--- src/design/i2c_sensor_measure_master_assert.svh ---
// Assertion macros shared by the measurement master modules
`ifndef I2C_SENSOR_MEASURE_MASTER_ASSERT_SVH
`define I2C_SENSOR_MEASURE_MASTER_ASSERT_SVH

// Condition that must hold at every clock edge outside reset
`define I2CSM_ASSERT_ALWAYS(label, cond, msg) \
    label: assert property (@(posedge clk) disable iff (!rst_n) (cond)) else $error(msg);

// Condition in one cycle that implies another in the next cycle
`define I2CSM_ASSERT_NEXT(label, ante, cons, msg) \
    label: assert property (@(posedge clk) disable iff (!rst_n) (ante) |=> (cons)) \
        else $error(msg);

`endif

--- src/design/i2csm_pkg.sv ---
// Types, phase codes and phase tables of the I2C measurement master
package i2csm_pkg;

    localparam int CFG_INDEX_W = 3;
    localparam int CFG_DATA_W  = 20;
    localparam int MEAS_W      = 48;

    // configuration register indexes
    localparam logic [CFG_INDEX_W-1:0] REG_DEVICE_ADDRESS  = 3'd0;
    localparam logic [CFG_INDEX_W-1:0] REG_MEASURE_COMMAND = 3'd1;
    localparam logic [CFG_INDEX_W-1:0] REG_HALF_PERIOD     = 3'd2;
    localparam logic [CFG_INDEX_W-1:0] REG_HOLD            = 3'd3;
    localparam logic [CFG_INDEX_W-1:0] REG_WAIT            = 3'd4;

    localparam logic [6:0]  RST_DEVICE_ADDRESS  = 7'h44;
    localparam logic [7:0]  RST_MEASURE_COMMAND = 8'hFD;
    localparam logic [7:0]  RST_HALF_PERIOD     = 8'd2;
    localparam logic [7:0]  RST_HOLD            = 8'd5;
    localparam logic [19:0] RST_WAIT            = 20'd18000;

    // error codes
    localparam logic [1:0] ERR_NONE      = 2'd0;
    localparam logic [1:0] ERR_WADDR_NAK = 2'd1;
    localparam logic [1:0] ERR_CMD_NAK   = 2'd2;
    localparam logic [1:0] ERR_RADDR_NAK = 2'd3;

    // sequencer phases
    localparam logic [4:0] PH_IDLE      = 5'd0;
    localparam logic [4:0] PH_WSTART_A  = 5'd1;
    localparam logic [4:0] PH_WSTART_B  = 5'd2;
    localparam logic [4:0] PH_WBIT_LO   = 5'd3;
    localparam logic [4:0] PH_WBIT_HI   = 5'd4;
    localparam logic [4:0] PH_WACK_LO   = 5'd5;
    localparam logic [4:0] PH_WACK_HI   = 5'd6;
    localparam logic [4:0] PH_WACK_HOLD = 5'd7;
    localparam logic [4:0] PH_CBIT_LO   = 5'd8;
    localparam logic [4:0] PH_CBIT_HI   = 5'd9;
    localparam logic [4:0] PH_CACK_LO   = 5'd10;
    localparam logic [4:0] PH_CACK_HI   = 5'd11;
    localparam logic [4:0] PH_CACK_HOLD = 5'd12;
    localparam logic [4:0] PH_WSTOP_A   = 5'd13;
    localparam logic [4:0] PH_WSTOP_B   = 5'd14;
    localparam logic [4:0] PH_WSTOP_C   = 5'd15;
    localparam logic [4:0] PH_STOP_A    = 5'd16;
    localparam logic [4:0] PH_STOP_B    = 5'd17;
    localparam logic [4:0] PH_STOP_C    = 5'd18;
    localparam logic [4:0] PH_CONV_WAIT = 5'd19;
    localparam logic [4:0] PH_RSTART_A  = 5'd20;
    localparam logic [4:0] PH_RSTART_B  = 5'd21;
    localparam logic [4:0] PH_RBIT_LO   = 5'd22;
    localparam logic [4:0] PH_RBIT_HI   = 5'd23;
    localparam logic [4:0] PH_RACK_LO   = 5'd24;
    localparam logic [4:0] PH_RACK_HI   = 5'd25;
    localparam logic [4:0] PH_RACK_HOLD = 5'd26;
    localparam logic [4:0] PH_DATA_LO   = 5'd27;
    localparam logic [4:0] PH_DATA_HI   = 5'd28;
    localparam logic [4:0] PH_MACK_LO   = 5'd29;
    localparam logic [4:0] PH_MACK_HI   = 5'd30;
    localparam logic [4:0] PH_LAST      = PH_MACK_HI;

    // SDA drive modes
    localparam logic [1:0] SD_REL = 2'd0;
    localparam logic [1:0] SD_LOW = 2'd1;
    localparam logic [1:0] SD_BIT = 2'd2;
    localparam logic [1:0] SD_ACK = 2'd3;

    // phase length kinds
    localparam logic [1:0] LN_HALF = 2'd0;
    localparam logic [1:0] LN_HOLD = 2'd1;
    localparam logic [1:0] LN_WAIT = 2'd2;

    localparam logic PH_SCL [32] = '{
        1'b1, 1'b1, 1'b1, 1'b0, 1'b1, 1'b0, 1'b1, 1'b0,
        1'b0, 1'b1, 1'b0, 1'b1, 1'b0, 1'b0, 1'b1, 1'b1,
        1'b0, 1'b1, 1'b1, 1'b1, 1'b1, 1'b1, 1'b0, 1'b1,
        1'b0, 1'b1, 1'b0, 1'b0, 1'b1, 1'b0, 1'b1, 1'b1};

    localparam logic [1:0] PH_SDA [32] = '{
        SD_REL, SD_REL, SD_LOW, SD_BIT, SD_BIT, SD_REL, SD_REL, SD_REL,
        SD_BIT, SD_BIT, SD_REL, SD_REL, SD_REL, SD_LOW, SD_LOW, SD_REL,
        SD_LOW, SD_LOW, SD_REL, SD_REL, SD_REL, SD_LOW, SD_BIT, SD_BIT,
        SD_REL, SD_REL, SD_REL, SD_REL, SD_REL, SD_ACK, SD_ACK, SD_REL};

    localparam logic [1:0] PH_LEN [32] = '{
        LN_HALF, LN_HOLD, LN_HOLD, LN_HALF, LN_HALF, LN_HALF, LN_HALF, LN_HOLD,
        LN_HALF, LN_HALF, LN_HALF, LN_HALF, LN_HOLD, LN_HALF, LN_HOLD, LN_HALF,
        LN_HALF, LN_HOLD, LN_HALF, LN_WAIT, LN_HOLD, LN_HOLD, LN_HALF, LN_HALF,
        LN_HALF, LN_HALF, LN_HOLD, LN_HALF, LN_HALF, LN_HALF, LN_HALF, LN_HALF};

    typedef struct packed {
        logic command;
        logic sda_in;
    } in_t;

    typedef struct packed {
        logic              scl_level;
        logic              sda_pull_low;
        logic              busy_res;
        logic              done_res;
        logic [1:0]        error_code;
        logic [MEAS_W-1:0] measurement;
    } out_t;

    typedef struct packed {
        logic [6:0]  device_address;
        logic [7:0]  measure_command;
        logic [7:0]  half_period_ticks;
        logic [7:0]  hold_ticks;
        logic [19:0] wait_ticks;
    } cfg_t;

endpackage

--- src/design/i2c_sensor_measure_master.sv ---
// Top level: tick input register, phase sequencer and result register
//
//  channel | signals                          | payload
//  --------+----------------------------------+-----------------------------
//  in      | in_valid / in_ready              | in_data  (command, sda_in)
//  out     | out_valid / out_ready            | out_data (bus levels, status)
//  cfg     | cfg_write_en, cfg_index          | cfg_data (20 bits, no wait)
//
// One tick per cycle while out is not stalled: a tick goes into the input
// register and is stepped through the sequencer on its way to the result register.
// Both registers can hold a transaction, so ticks flow back to back while
// out_ready is high; a stall on out holds the result and backs up to in.
// Reset puts the sequencer idle with the default bus address and timings.
module i2c_sensor_measure_master #(
    parameter int READ_BYTES = 6
) (
    input  logic                              clk,
    input  logic                              rst_n,
    input  logic                              in_valid,
    output logic                              in_ready,
    input  i2csm_pkg::in_t                    in_data,
    output logic                              out_valid,
    input  logic                              out_ready,
    output i2csm_pkg::out_t                   out_data,
    input  logic                              cfg_write_en,
    input  logic [i2csm_pkg::CFG_INDEX_W-1:0] cfg_index,
    input  logic [i2csm_pkg::CFG_DATA_W-1:0]  cfg_data
);
    import i2csm_pkg::*;

    logic s1_valid_reg;
    in_t  s1_item_reg;
    logic out_valid_reg;
    out_t out_reg;
    logic adv;
    cfg_t cfg;
    out_t step_result;

    assign adv      = s1_valid_reg && (!out_valid_reg || out_ready);
    assign in_ready = !s1_valid_reg || adv;

    i2csm_cfg u_cfg (
        .clk      (clk),
        .rst_n    (rst_n),
        .write_en (cfg_write_en),
        .index    (cfg_index),
        .data     (cfg_data),
        .cfg      (cfg)
    );

    i2csm_seq #(
        .READ_BYTES (READ_BYTES)
    ) u_seq (
        .clk    (clk),
        .rst_n  (rst_n),
        .step   (adv),
        .item   (s1_item_reg),
        .cfg    (cfg),
        .result (step_result)
    );

    always_ff @(posedge clk or negedge rst_n)
    begin
        if (!rst_n)
        begin
            s1_valid_reg  <= 1'b0;
            out_valid_reg <= 1'b0;
        end
        else
        begin
            if (in_ready)
                s1_valid_reg <= in_valid;
            if (adv)
                out_valid_reg <= 1'b1;
            else if (out_ready)
                out_valid_reg <= 1'b0;
        end
    end

    always_ff @(posedge clk)
    begin
        if (in_valid && in_ready)
            s1_item_reg <= in_data;
        if (adv)
            out_reg <= step_result;
    end

    assign out_valid = out_valid_reg;
    assign out_data  = out_reg;

`include "i2c_sensor_measure_master_assert.svh"

    `I2CSM_ASSERT_NEXT(a_tick_captured, in_valid && in_ready, s1_valid_reg,
        "accepted tick missing from input register")
    `I2CSM_ASSERT_NEXT(a_result_captured, adv, out_valid_reg,
        "stepped tick missing from result register")
    `I2CSM_ASSERT_ALWAYS(a_empty_stage_ready, s1_valid_reg || in_ready,
        "input stage empty but not ready")

endmodule

--- src/design/i2csm_cfg.sv ---
// Configuration register file of the I2C measurement master
module i2csm_cfg (
    input  logic                             clk,
    input  logic                             rst_n,
    input  logic                             write_en,
    input  logic [i2csm_pkg::CFG_INDEX_W-1:0] index,
    input  logic [i2csm_pkg::CFG_DATA_W-1:0]  data,
    output i2csm_pkg::cfg_t                  cfg
);
    import i2csm_pkg::*;

    cfg_t cfg_reg;
    cfg_t cfg_next;

    always_comb
    begin
        cfg_next = cfg_reg;
        if (write_en)
        begin
            case (index)
                REG_DEVICE_ADDRESS:  cfg_next.device_address    = data[6:0];
                REG_MEASURE_COMMAND: cfg_next.measure_command   = data[7:0];
                REG_HALF_PERIOD:     cfg_next.half_period_ticks = data[7:0];
                REG_HOLD:            cfg_next.hold_ticks        = data[7:0];
                REG_WAIT:            cfg_next.wait_ticks        = data[19:0];
                default:             cfg_next = cfg_reg;
            endcase
        end
    end

    always_ff @(posedge clk or negedge rst_n)
    begin
        if (!rst_n)
        begin
            cfg_reg.device_address    <= RST_DEVICE_ADDRESS;
            cfg_reg.measure_command   <= RST_MEASURE_COMMAND;
            cfg_reg.half_period_ticks <= RST_HALF_PERIOD;
            cfg_reg.hold_ticks        <= RST_HOLD;
            cfg_reg.wait_ticks        <= RST_WAIT;
        end
        else
        begin
            cfg_reg <= cfg_next;
        end
    end

    assign cfg = cfg_reg;

endmodule

--- src/design/i2csm_seq.sv ---
// Bus phase sequencer: state registers and the per-tick step logic
module i2csm_seq #(
    parameter int READ_BYTES = 6
) (
    input  logic            clk,
    input  logic            rst_n,
    input  logic            step,
    input  i2csm_pkg::in_t  item,
    input  i2csm_pkg::cfg_t cfg,
    output i2csm_pkg::out_t result
);
    import i2csm_pkg::*;

    localparam logic [2:0] LAST_BYTE = 3'(READ_BYTES - 1);

    logic [4:0]        phase_reg, phase_next;
    logic [19:0]       tick_reg, tick_next;
    logic [3:0]        bit_reg, bit_next;
    logic [2:0]        byte_reg, byte_next;
    logic [7:0]        shift_reg, shift_next;
    logic [MEAS_W-1:0] data_reg, data_next;
    logic              ack_reg, ack_next;
    logic [1:0]        err_reg, err_next;

    logic [4:0]  p;
    logic        busy;
    logic        pull;
    logic        done;
    logic [19:0] len;
    logic [20:0] tick_inc;
    logic [3:0]  bit_inc;
    logic [7:0]  shift_in;

    always_comb
    begin
        phase_next = phase_reg;
        tick_next  = tick_reg;
        bit_next   = bit_reg;
        byte_next  = byte_reg;
        shift_next = shift_reg;
        data_next  = data_reg;
        ack_next   = ack_reg;
        err_next   = err_reg;
        done       = 1'b0;
        pull       = 1'b0;
        len        = 20'd1;
        shift_in   = {shift_reg[6:0], item.sda_in};
        bit_inc    = bit_reg + 4'd1;

        p = (phase_reg > PH_LAST) ? PH_IDLE : phase_reg;

        if (p == PH_IDLE && item.command)
        begin
            err_next   = ERR_NONE;
            data_next  = '0;
            ack_next   = 1'b0;
            bit_next   = '0;
            byte_next  = '0;
            shift_next = {cfg.device_address, 1'b0};
            p          = PH_WSTART_A;
            tick_next  = '0;
        end
        phase_next = p;
        busy       = (p != PH_IDLE);

        case (PH_SDA[p])
            SD_LOW:  pull = 1'b1;
            SD_BIT:  pull = !shift_next[7];
            SD_ACK:  pull = (byte_next < LAST_BYTE);
            default: pull = 1'b0;
        endcase

        case (PH_LEN[p])
            LN_WAIT: len = cfg.wait_ticks;
            LN_HOLD: len = (cfg.hold_ticks == 8'd0) ? 20'd1 : {12'd0, cfg.hold_ticks};
            default: len = (cfg.half_period_ticks == 8'd0) ? 20'd1
                                                           : {12'd0, cfg.half_period_ticks};
        endcase

        tick_inc = {1'b0, tick_next} + 21'd1;

        if (busy)
        begin
            if ((p == PH_WACK_HI || p == PH_CACK_HI || p == PH_RACK_HI) && !item.sda_in)
            begin
                ack_next = 1'b1;
            end

            if (tick_inc >= {1'b0, len})
            begin
                tick_next = '0;
                case (p)
                    PH_WBIT_HI, PH_CBIT_HI, PH_RBIT_HI:
                    begin
                        shift_next = {shift_next[6:0], 1'b0};
                        if (bit_inc >= 4'd8)
                        begin
                            bit_next   = '0;
                            ack_next   = 1'b0;
                            phase_next = p + 5'd1;
                        end
                        else
                        begin
                            bit_next   = bit_inc;
                            phase_next = p - 5'd1;
                        end
                    end
                    PH_WACK_HOLD, PH_CACK_HOLD, PH_RACK_HOLD:
                    begin
                        if (!ack_next)
                        begin
                            if (p == PH_WACK_HOLD)
                                err_next = ERR_WADDR_NAK;
                            else if (p == PH_CACK_HOLD)
                                err_next = ERR_CMD_NAK;
                            else
                                err_next = ERR_RADDR_NAK;
                            phase_next = PH_STOP_A;
                        end
                        else if (p == PH_WACK_HOLD)
                        begin
                            shift_next = cfg.measure_command;
                            bit_next   = '0;
                            phase_next = PH_CBIT_LO;
                        end
                        else if (p == PH_CACK_HOLD)
                        begin
                            phase_next = PH_WSTOP_A;
                        end
                        else
                        begin
                            shift_next = '0;
                            bit_next   = '0;
                            byte_next  = '0;
                            phase_next = PH_DATA_LO;
                        end
                    end
                    PH_WSTOP_C:
                    begin
                        if (cfg.wait_ticks == 20'd0)
                        begin
                            shift_next = {cfg.device_address, 1'b1};
                            phase_next = PH_RSTART_A;
                        end
                        else
                        begin
                            phase_next = PH_CONV_WAIT;
                        end
                    end
                    PH_CONV_WAIT:
                    begin
                        shift_next = {cfg.device_address, 1'b1};
                        phase_next = PH_RSTART_A;
                    end
                    PH_STOP_C:
                    begin
                        phase_next = PH_IDLE;
                        done       = 1'b1;
                    end
                    PH_DATA_HI:
                    begin
                        shift_next = shift_in;
                        if (bit_inc >= 4'd8)
                        begin
                            data_next  = {data_reg[MEAS_W-9:0], shift_in};
                            bit_next   = '0;
                            phase_next = PH_MACK_LO;
                        end
                        else
                        begin
                            bit_next   = bit_inc;
                            phase_next = PH_DATA_LO;
                        end
                    end
                    PH_MACK_HI:
                    begin
                        if (byte_next >= LAST_BYTE)
                        begin
                            phase_next = PH_STOP_A;
                        end
                        else
                        begin
                            byte_next  = byte_next + 3'd1;
                            shift_next = '0;
                            phase_next = PH_DATA_LO;
                        end
                    end
                    default:
                    begin
                        phase_next = p + 5'd1;
                    end
                endcase
            end
            else
            begin
                tick_next = tick_inc[19:0];
            end
        end

        result.scl_level    = PH_SCL[p];
        result.sda_pull_low = pull;
        result.busy_res     = busy;
        result.done_res     = done;
        result.error_code   = err_next;
        result.measurement  = data_next;
    end

    always_ff @(posedge clk or negedge rst_n)
    begin
        if (!rst_n)
        begin
            phase_reg <= PH_IDLE;
            tick_reg  <= '0;
            bit_reg   <= '0;
            byte_reg  <= '0;
            shift_reg <= '0;
            data_reg  <= '0;
            ack_reg   <= 1'b0;
            err_reg   <= ERR_NONE;
        end
        else if (step)
        begin
            phase_reg <= phase_next;
            tick_reg  <= tick_next;
            bit_reg   <= bit_next;
            byte_reg  <= byte_next;
            shift_reg <= shift_next;
            data_reg  <= data_next;
            ack_reg   <= ack_next;
            err_reg   <= err_next;
        end
    end

`include "i2c_sensor_measure_master_assert.svh"

    `I2CSM_ASSERT_NEXT(a_done_returns_idle, step && result.done_res,
        phase_reg == PH_IDLE, "done pulse did not return the sequencer to idle")
    `I2CSM_ASSERT_ALWAYS(a_bit_count_range, bit_reg < 4'd8,
        "bit counter left its byte range")
    `I2CSM_ASSERT_ALWAYS(a_idle_lines_released,
        result.busy_res || (result.scl_level && !result.sda_pull_low),
        "bus lines not released while idle")

endmodule
--- config.mk ---
export PLATFORM = sky130hd
export DESIGN_NAME = i2c_sensor_measure_master
export DESIGN_NICKNAME = d
export VERILOG_FILES = /design/src/design/i2csm_pkg.sv /design/src/design/i2c_sensor_measure_master.sv /design/src/design/i2csm_cfg.sv /design/src/design/i2csm_seq.sv
export VERILOG_INCLUDE_DIRS = /design/src /design/src/design
export SDC_FILE = /design/constraint.sdc
export NUM_CORES = 1
export LEC_CHECK = 0
export BUFFER_PORTS_ARGS = -buffer_cell sky130_fd_sc_hd__buf_2
export CORE_MARGIN = 2
export CORE_UTILIZATION = 29
export CTS_CLUSTER_DIAMETER = 30
export DETAILED_ROUTE_END_ITERATION = 8
export GPL_ROUTABILITY_DRIVEN = 0
export GPL_TIMING_DRIVEN = 0
export PLACE_DENSITY = 0.56
export SLEW_MARGIN = 20
export SYNTH_ARGS = -nofsm -noshare
export SYNTH_HDL_FRONTEND = slang
export SYNTH_SLANG_ARGS = --single-unit
--- constraint.sdc ---
create_clock -name clk -period 8.2 [get_ports clk]
set_input_delay 1.64 -clock clk [delete_from_list [all_inputs] [get_ports clk]]
set_output_delay 1.64 -clock clk [all_outputs]
set_load 0.02 [all_outputs]
==> key figures, run 1 <==
Power
  • VDD IR max: 0.1595 mV
  • Pleak: 4.955 nW
  • Pwr dens: 257.3 mW/mm^2

Logic synthesis
  • Syn avg cell area: 10.47 sq um
  • Syn_nets: 1056
  • Post-Syn Area: 0.01040 sq mm
  • Synth async-reset ratio: 0.7200
  • Area contributors post-synth: dfrtp_1 (31%), edfxtp_1 (16%), nand2_1 (6.0%), mux2_2 (5.6%), a22o_1 (5.6%)
  • Flops & latches, synth: 200
  • Seq/Total Area, Yosys: 0.5102
  • Most common cell in the netlist: nand2_1
  • Area leader, netlist: dfrtp_1
  • Commonest cells in the netlist: nand2_1 (165), dfrtp_1 (127), o21ai_0 (73)
  • Main synth FF type: dfrtp_1
  • EDFF count, synth: 56
  • Share of the synthesized area in the top cell type: 0.3056
  • Yosys warns: 0
  • Distinct cells, synth: 81
  • Synth Instances: 993

STA
  • Fmax achieved: 0.1288 GHz
  • Final Hold Viols: 0
  • Hold_ws: 0.5050 ns
  • Layout Skew: 0.01362 ns
  • Slew Viols, Final: 0
  • Final setup fails: 0
  • Min Clock Period, post-route: 7.763 ns
  • Worst slew pin tran: 1.031 ns
  • Final TNS setup: 0 ns
  • Worst setup margin: 0.4371 ns
  • RSZ-0062 raised after global routing: no
  • Fin crit share: 0.9467
  • Slew margin rel.: 0.3113

CTS
  • Clk root buf: clkbuf_16
  • Clock Tree Buf Depth: 2
  • # H-tree levels: 4
  • TritonCTS clock tree: done
  • Worst-skew pair later-pin latency: 0.45 ns
  • Clock slew at reported path FFs: 0.07 ns
  • Cts hold-fix bufs: 0
  • Total CTS buffers: 17
  • CTS Sinks: 200
  • Post-CTS setup buffer count: 0
  • CTS resizes: 0

Global routing
  • First-pass GRT wire length: 45080 um
  • All-Layer GR Usage: 0.1498
  • Vias in the first global route: 8048
  • Initial antenna violation count: 0
  • Total gr overflow: 0
  • Pin count of the biggest net entering global routing: 96

Die
  • Starting Density: 0.2931
  • Die width: 193.4 um
  • Die height: 193.4 um
  • # rows: 69
  • Core ar.: 0.03548 sq mm
  • Die Footprint: 0.03739 sq mm
  • # IOs: 86

Routing
  • Post-route ant nets: 0
  • Drt drc: 0
  • Post-DR vias/cell: 5.295
  • Vias post-DR: 8329
  • DRT iter0 DRCs: 732
  • Routed len/inst: 17.73 um
  • Drt first pass iters: 5
  • Total Routed Length: 27890 um

Place
  • Placed cell area: 0.01147 sq mm
  • Dpl hpwl: 20520 um
  • Number of port buffers: 85
  • Worst slack, placed: 0.6790 ns

Worst setup path
  • Crit-path max cell delay: 0.84 ns
  • Crit Path Class: flop to flop
  • CP most frequent cell: nand2_1
  • CP Capture Type: flop
  • Worst Setup SP: u_seq.phase_reg[1]
  • Critical path data arrival time: 7.91 ns
  • Startpoint types: flop
  • Critical Path RT: 8.35 ns
  • Worst Path Buf+Inv: 8
  • Top delay family on crit path: buffers and inverters
  • Critical register-to-register path startpoint: u_seq.phase_reg[1]
  • Max FO, Critical Path: 10
  • Critical path's slowest cell: o31ai_1

Min path
  • Worst Hold Launch: u_seq.data_reg[42]
  • Hold WC Path Type: flop to flop

Layout
  • Antenna diode count: 0
  • Max reg flops: 54
  • Area Overhead vs Synth: 15.87%
  • Share of cells above drive strength 1: 0.2041
  • Nets: 1162
  • Post-route design area: 0.01205 sq mm
  • Utilization after layout: 0.3396

Flow run
  • Maxcap violations: 0

Run status
  • Status: finished, final reports clean
-- through the flow --
step	cells	total power, mW
after global routing	1573	3.289
after CTS	1573	3.108
after detailed placement	1541	2.281
final	1573	3.100
after global placement	1539	2.270
after floorplan	993	1.975
-- cells in the final DEF, fill, tap and decap left out, drive strengths merged, types with 5 or more instances in the layout --
| master | Yosys | layout |
|---|---|---|
| nand3 | 30 | 30 |
| a222oi | 7 | 7 |
| o21ai | 78 | 78 |
| nor2 | 58 | 58 |
| edfxtp | 56 | 56 |
| nand2b | 5 | 5 |
| a22o | 66 | 66 |
| nor3 | 17 | 17 |
| a221o | 8 | 8 |
| inv | 19 | 26 |
| clkbuf | 34 | 53 |
| a22oi | 8 | 8 |
| ha | 33 | 33 |
| dfrtp | 127 | 127 |
| nand4 | 9 | 9 |
| a21oi | 28 | 28 |
| xnor2 | 6 | 6 |
| and3 | 8 | 8 |
| mux2 | 52 | 52 |
| xor2 | 13 | 13 |
| nand2 | 165 | 165 |
| a31oi | 6 | 6 |
| or3 | 7 | 7 |
| buf | 23 | 110 |
| dfstp | 17 | 17 |
| and2 | 9 | 9 |
| nor4 | 9 | 9 |
| clkinv | 0 | 5 |
| o211ai | 8 | 8 |
| o22ai | 6 | 6 |
-- kinds of logic after synthesis --
kind of cell / after synthesis / synth area share
AOI/OAI and AO/OA: 270 / 0.1927
xor gates and xnor gates: 19 / 0.01600
adders and majority gates: 33 / 0.03970
buffers and inverters: 76 / 0.03260
DFF: 200 / 0.5102
muxes: 55 / 0.05919
and+or+nand+nor: 340 / 0.1495
-- final timing paths --
path                                 endpoint  slack, ns  cells past startpoint
hold reg to reg            u_seq.data_reg[42]       0.51                      1
setup / recovery                 out_data[11]       0.44                     27
max in group asynchronous  u_seq.data_reg[47]       6.30                      2
hold / removal             u_seq.data_reg[42]       0.51                      1
setup reg to reg                 out_data[11]       0.44                     27
min in group asynchronous        u_cfg.cfg[7]       1.10                      1
-- layer usage --
metal	part of all wire	global-route usage
met5	0	0
met3	0.052	0.02929
met1	0.47	0.2110
met2	0.45	0.2291
met4	0.027	0.05259
-- where the power goes --
group	total, mW	internal [mW]	switching, mW
sequential	1.27	1.17	0.107
combinational	1.00	0.374	0.627
clock	0.824	0.412	0.412
-- layout make-up --
type                       count  area, sq um
fill                        3606        23430
sequential                   200         5306
multi-input combinational    717         4760
tap                          461        576.8
timing repair buffer          87        490.5
clock buffer                  19        442.9
buffer                        57        271.5
clock inverter                13        131.4
inverter                      19        71.32
(Power assumes the default switching activity.)
==> run 2, diff against run 1 <==
ABC_AREA = 1   (was not set)
CORE_UTILIZATION = 35   (was 29)
PLACE_DENSITY = 0.62   (was 0.56)
==> key figures, run 2 <==
Flow run
  • Maxcap violations: 0 (unchanged)

CTS
  • Total CTS buffers: 17 (unchanged)
  • Post-CTS setup buffer count: 0 (unchanged)
  • CTS Sinks: 200 (unchanged)
  • Cts hold-fix bufs: 0 (unchanged)
  • CTS resizes: 0 (unchanged)
  • # H-tree levels: 4 (unchanged)
  • Worst-skew pair later-pin latency: 0.46 ns (about the same)
  • Clk root buf: clkbuf_16
  • Clock Tree Buf Depth: 2 (unchanged)
  • Clock slew at reported path FFs: 0.08 ns (about the same)
  • TritonCTS clock tree: done

Routing
  • Routed len/inst: 15.61 um (-12%)
  • Post-route ant nets: 0 (unchanged)
  • Drt drc: 0 (unchanged)
  • Drt first pass iters: 6 (+1)
  • DRT iter0 DRCs: 797 (+8.9%)
  • Post-DR vias/cell: 5.049 (-4.6%)
  • Vias post-DR: 10406 (+25%)
  • Total Routed Length: 32180 um (+15%)

Place
  • Dpl hpwl: 23610 um (+15%)
  • Number of port buffers: 85 (unchanged)
  • Placed cell area: 0.01278 sq mm (+11%)

Layout
  • Max reg flops: 54 (unchanged)
  • Post-route design area: 0.01338 sq mm (+11%)
  • Area Overhead vs Synth: 14.01%
  • Antenna diode count: 0 (unchanged)
  • Nets: 1663 (+43%)
  • Commonest cells after routing, fill and taps aside: nand2_1 (505), inv_1 (135), nor2_1 (134)
  • Most common cell after layout, fill and taps aside: nand2_1
  • Share of cells above drive strength 1: 0.1606 (-0.04357)

Power
  • VDD IR max: 0.2072 mV (+30%)
  • Pwr dens: 380.2 mW/mm^2 (+48%)
  • Pleak: 6.391 nW (+29%)

Worst setup path
  • Critical register-to-register path startpoint: u_seq.phase_reg[3]
  • Register-to-Register Path Depth: 44 (+63%)
  • Critical path's slowest cell: dfrtp_1
  • Startpoint types: flop
  • Top delay family on crit path: simple AND/OR/NAND/NOR gates
  • Critical path data arrival time: 6.90 ns (-1.01 ns)
  • Critical Path RT: 8.59 ns (+0.24 ns)
  • Max FO, Critical Path: 10 (unchanged)
  • R2R Setup Slk: 1.70 ns (+1.26 ns)
  • CP Capture Type: flop
  • Worst Path Buf+Inv: 12 (+4)
  • Crit Path Class: flop to flop
  • Worst Setup SP: u_seq.phase_reg[3]
  • CP most frequent cell: nand2_1
  • Crit-path max cell delay: 0.38 ns (-0.46 ns)
  • R2r endpoint: u_seq.data_reg[1]

Global routing
  • First-pass GRT wire length: 52610 um (+17%)
  • All-Layer GR Usage: 0.1875 (+0.03777)
  • Vias in the first global route: 9998 (+24%)
  • Pin count of the biggest net entering global routing: 87 (-9.4%)
  • Initial antenna violation count: 0 (unchanged)
  • Total gr overflow: 0 (unchanged)

STA
  • Final setup fails: 0 (unchanged)
  • RSZ-0062 raised after global routing: no
  • Slew Viols, Final: 0 (unchanged)
  • Final TNS setup: 0 ns (unchanged)
  • Slew margin rel.: 0.3647 (+0.05335)
  • Fin crit share: 0.7928 (-0.1539)
  • Min Clock Period, post-route: 6.501 ns (-1.262 ns)
  • Fmax achieved: 0.1538 GHz (+19%)
  • Final Hold Viols: 0 (unchanged)
  • Hold_ws: 0.4862 ns (-0.01881 ns)
  • Worst slew pin tran: 0.9478 ns (-0.08296 ns)
  • Layout Skew: 0.01758 ns (+0.003956 ns)

Die
  • Core ar.: 0.03328 sq mm (-6.2%)
  • # IOs: 86 (unchanged)
  • Die height: 187.1 um (-3.2%)
  • # rows: 67 (-2.9%)
  • Die width: 187.1 um (-3.2%)
  • Die Footprint: 0.03502 sq mm (-6.4%)
  • Starting Density: 0.3527 (+0.05958)

Logic synthesis
  • Commonest cells in the netlist: nand2_1 (505), inv_1 (135), nor2_1 (134)
  • Yosys warns: 0 (unchanged)
  • Syn avg cell area: 7.856 sq um (-25%)
  • EDFF count, synth: 56 (unchanged)
  • Most common cell in the netlist: nand2_1
  • Seq/Total Area, Yosys: 0.4521 (-0.05814)
  • Flops & latches, synth: 200 (unchanged)
  • Synth async-reset ratio: 0.7200 (unchanged)
  • Main synth FF type: dfrtp_1
  • Synth Instances: 1494 (+50%)
  • Syn_nets: 1557 (+47%)
  • Post-Syn Area: 0.01174 sq mm (+13%)
  • Share of the synthesized area in the top cell type: 0.2708 (-0.03482)
  • Area contributors post-synth: dfrtp_1 (27%), nand2_1 (16%), edfxtp_1 (14%), inv_1 (4.3%), nor2_1 (4.3%)
  • Distinct cells, synth: 48 (-41%)
  • Area leader, netlist: dfrtp_1

Min path
  • Hold path cells: 2 (+1)
  • Worst Hold Launch: u_seq.shift_reg[1]
  • Hold WC Path Type: flop to flop
  • Hold Path End: u_seq.shift_reg[1]

Run status
  • Status: finished, final reports clean
-- run 2: area by class of cell --
cell class                 count  area, sq um
fill                        3428        19900
multi-input combinational   1077         5469
sequential                   200         5306
inverter                     156        585.6
tap                          448        560.5
timing repair buffer          87        483.0
clock buffer                  18        429.2
buffer                        61        380.4
clock inverter                14        167.7
-- run 2: worst max path at each step --
stage                         to  slack (ns)  cells past startpoint
2_1_floorplan  u_seq.byte_reg[0]        3.19                     40
3_3_place_gp   u_seq.data_reg[4]        1.83                     44
3_5_place_dp   u_seq.data_reg[1]        1.80                     44
4_1_cts        u_seq.data_reg[1]        1.76                     44
5_1_grt        u_seq.data_reg[1]        1.08                     44
6_report       u_seq.data_reg[1]        1.70                     44
-- run 2: logic make-up after synthesis --
group,after synthesis,synth area share
compound gates,206,0.1043
xor+xnor,18,0.01343
fa+ha+maj,33,0.03518
buf+inv,217,0.08197
flops,200,0.4521
mux,11,0.01045
simple gates,809,0.3026
-- run 2: where the power goes --
part / total, mW / internal (mW) / switching [mW] / leakage (nW)
combinational: 2.59 / 0.880 / 1.71 / 3.90
sequential: 1.64 / 1.41 / 0.232 / 2.20
clock: 0.863 / 0.416 / 0.446 / 0.293
total: 5.09 / 2.70 / 2.39 / 6.39
-- run 2: worst register-to-register path, delay by kind of cell, from the launching register on --
| kind | cells | cell delay (ns) |
|---|---|---|
| AOI/OAI and AO/OA | 6 | 1.02 |
| and+or+nand+nor | 23 | 2.09 |
| adders and majority gates | 3 | 0.86 |
| DFF | 1 | 0.38 |
| buffers and inverters | 12 | 2.08 |
-- run 2: layer usage --
layer | up-vias | track usage | routed length, um | share of wire
met5 | - | 0 | 0 | 0
met2 | 353 | 0.2970 | 14490 | 0.45
li1 | 5102 | - | - | -
met4 | 0 | 0.05983 | 624 | 0.019
met1 | 4913 | 0.2614 | 15140 | 0.47
met3 | 38 | 0.03227 | 1913 | 0.059
-- run 2: through the flow --
stage	instances	util	power, mW	worst slack (ns)
2_1_floorplan	1494	-	3.513	3.187
3_3_place_gp	2027	0.3823	4.155	1.827
3_5_place_dp	2029	0.3842	4.212	1.802
4_1_cts	2061	0.4021	5.095	1.759
5_1_grt	2061	0.4021	5.513	1.085
6_report	2061	0.4021	5.088	1.699
==> run 3, diff against run 2 <==
clock period = 6.65 ns   (was 8.2 ns; I/O delays follow)
==> key figures, run 3 (same netlist as run 2, synthesis figures left out) <==
Run status
  • Status: finished, final reports clean

Worst setup path
  • Worst Setup SP: u_seq.phase_reg[0]
  • Register-to-Register Path Depth: 43 (-2.3%)
  • Crit-path max cell delay: 0.44 ns (+0.06 ns)
  • Max FO, Critical Path: 10 (unchanged)
  • Critical path's slowest cell: dfrtp_1
  • Critical path data arrival time: 6.47 ns (-0.43 ns)
  • CP Capture Type: flop
  • Critical register-to-register path startpoint: u_seq.phase_reg[0]
  • Crit Path Class: flop to flop
  • R2R Setup Slk: 0.59 ns (-1.11 ns)
  • CP most frequent cell: nand2_1
  • Crit path to: u_seq.data_reg[1]
  • R2r endpoint: u_seq.data_reg[1]
  • Critical Path RT: 7.05 ns (-1.54 ns)
  • Startpoint types: flop

CTS
  • # H-tree levels: 4 (unchanged)
  • Clock Tree Buf Depth: 2 (unchanged)
  • TritonCTS clock tree: done
  • Worst-skew pair later-pin latency: 0.46 ns (about the same)
  • CTS Sinks: 200 (unchanged)
  • Clock slew at reported path FFs: 0.08 ns (about the same)
  • Post-CTS setup buffer count: 0 (unchanged)
  • Total CTS buffers: 17 (unchanged)
  • Cts hold-fix bufs: 0 (unchanged)
  • CTS resizes: 0 (unchanged)
  • Clk root buf: clkbuf_16

Layout
  • Max reg flops: 54 (unchanged)
  • Most common cell after layout, fill and taps aside: nand2_1
  • Antenna diode count: 0 (unchanged)
  • Area Overhead vs Synth: 14.05% (about the same)
  • Commonest cells after routing, fill and taps aside: nand2_1 (505), inv_1 (135), nor2_1 (134)
  • Post-route design area: 0.01339 sq mm (about the same)
  • Share of cells above drive strength 1: 0.1632 (+0.002581)
  • Fill cells: 3424 (-0.12%)
  • Nets: 1662 (-0.060%)

Routing
  • Vias post-DR: 10435 (+0.28%)
  • Total Routed Length: 32270 um (+0.30%)
  • Post-DR vias/cell: 5.066 (+0.33%)
  • Drt drc: 0 (unchanged)
  • DRT iter0 DRCs: 780 (-2.1%)
  • Drt first pass iters: 7 (+1)
  • Post-route ant nets: 0 (unchanged)
  • Routed len/inst: 15.67 um (+0.35%)

Power
  • Design Power: 6.287 mW (+24%)
  • Pwr dens: 469.7 mW/mm^2 (+24%)
  • Pleak: 6.396 nW (about the same)
  • VDD IR max: 0.2592 mV (+25%)

Die
  • Starting Density: 0.3527 (unchanged)
  • Die height: 187.1 um (unchanged)
  • Core ar.: 0.03328 sq mm (unchanged)
  • Die width: 187.1 um (unchanged)
  • # rows: 67 (unchanged)
  • Die Footprint: 0.03502 sq mm (unchanged)
  • # IOs: 86 (unchanged)

STA
  • Fin crit share: 0.9119 (+0.1191)
  • Slew margin rel.: 0.3400 (-0.02468)
  • Worst slew pin tran: 0.9846 ns (+0.03682 ns)
  • Fmax achieved: 0.1649 GHz (+7.2%)
  • Final TNS setup: 0 ns (unchanged)
  • RSZ-0062 raised after global routing: no
  • Min Clock Period, post-route: 6.064 ns (-0.4368 ns)
  • Layout Skew: 0.01546 ns (-0.002113 ns)
  • Slew Viols, Final: 0 (unchanged)
  • Final Hold Viols: 0 (unchanged)
  • Final setup fails: 0 (unchanged)

Min path
  • Hold WC Path Type: flop to flop
  • Worst Hold Launch: u_seq.shift_reg[4]

Global routing
  • First-pass GRT wire length: 52610 um (unchanged)
  • Vias in the first global route: 9998 (unchanged)
  • Total gr overflow: 0 (unchanged)
  • Initial antenna violation count: 0 (unchanged)
  • All-Layer GR Usage: 0.1875 (unchanged)
  • Pin count of the biggest net entering global routing: 87 (unchanged)

Place
  • Number of port buffers: 85 (unchanged)
  • Placed cell area: 0.01278 sq mm (unchanged)
  • Dpl hpwl: 23610 um (unchanged)

Flow run
  • Maxcap violations: 0 (unchanged)
## run 3: changes by cell type in the layout (fill, tap and decap cells not counted), sizes merged
| cell | delta |
|---|---|
| clkbuf | -1 |
## run 3: metrics by stage
stage               setup WS [ns]  std cells  hold slack (ns)  utilization
finish                     0.5856       2060           0.4873       0.4022
global route              0.04871       2060           0.5097       0.4022
CTS                        0.2087       2061           0.4868       0.4021
detailed placement         0.2516       2029           0.4662       0.3842
global placement           0.2765       2027           0.4657       0.3823
floorplan                   1.637       1494           0.4491            -
## run 3: critical path: cells and delay by family (launching register included)
| family | cells | cell delay (ns) |
|---|---|---|
| adders and majority gates | 3 | 0.79 |
| DFF | 1 | 0.44 |
| AOI/OAI and AO/OA | 8 | 1.26 |
| buffers and inverters | 11 | 1.55 |
| and+or+nand+nor | 21 | 1.93 |
## run 3: worst min-delay path by stage
stage	end	cells after the start
global route	u_seq.shift_reg[4]	2
global placement	u_seq.ack_reg	2
floorplan	u_seq.shift_reg[1]	2
detailed placement	u_seq.shift_reg[1]	2
finish	u_seq.shift_reg[4]	2
CTS	u_seq.shift_reg[1]	2
## run 3: final cells by class
class | instances | area [sq um] | share of cell area
Sequential cell | 200 | 5306 | 0.3964
Clock buffer | 18 | 429.2 | 0.03206
Inverter | 156 | 585.6 | 0.04374
Tap cell | 448 | 560.5 | 0.04187
Multi-Input combinational cell | 1077 | 5475 | 0.4090
Buffer | 60 | 379.1 | 0.02832
Clock inverter | 14 | 167.7 | 0.01252
Timing Repair Buffer | 87 | 483.0 | 0.03608
## run 3: routing by layer
layer / up-vias / GRT usage / routed length, um
li1: 5108 / - / -
met4: 0 / 0.05983 / 687
met5: - / 0 / 0
met3: 47 / 0.03227 / 1924
met2: 349 / 0.2970 / 14420
met1: 4931 / 0.2614 / 15240
## run 3: power breakdown
group          internal (mW)  leakage (nW)  switching, mW
Clock                  0.513         0.293          0.553
Sequential              1.73          2.20          0.287
Combinational           1.09          3.90           2.11
Total                   3.34          6.40           2.95
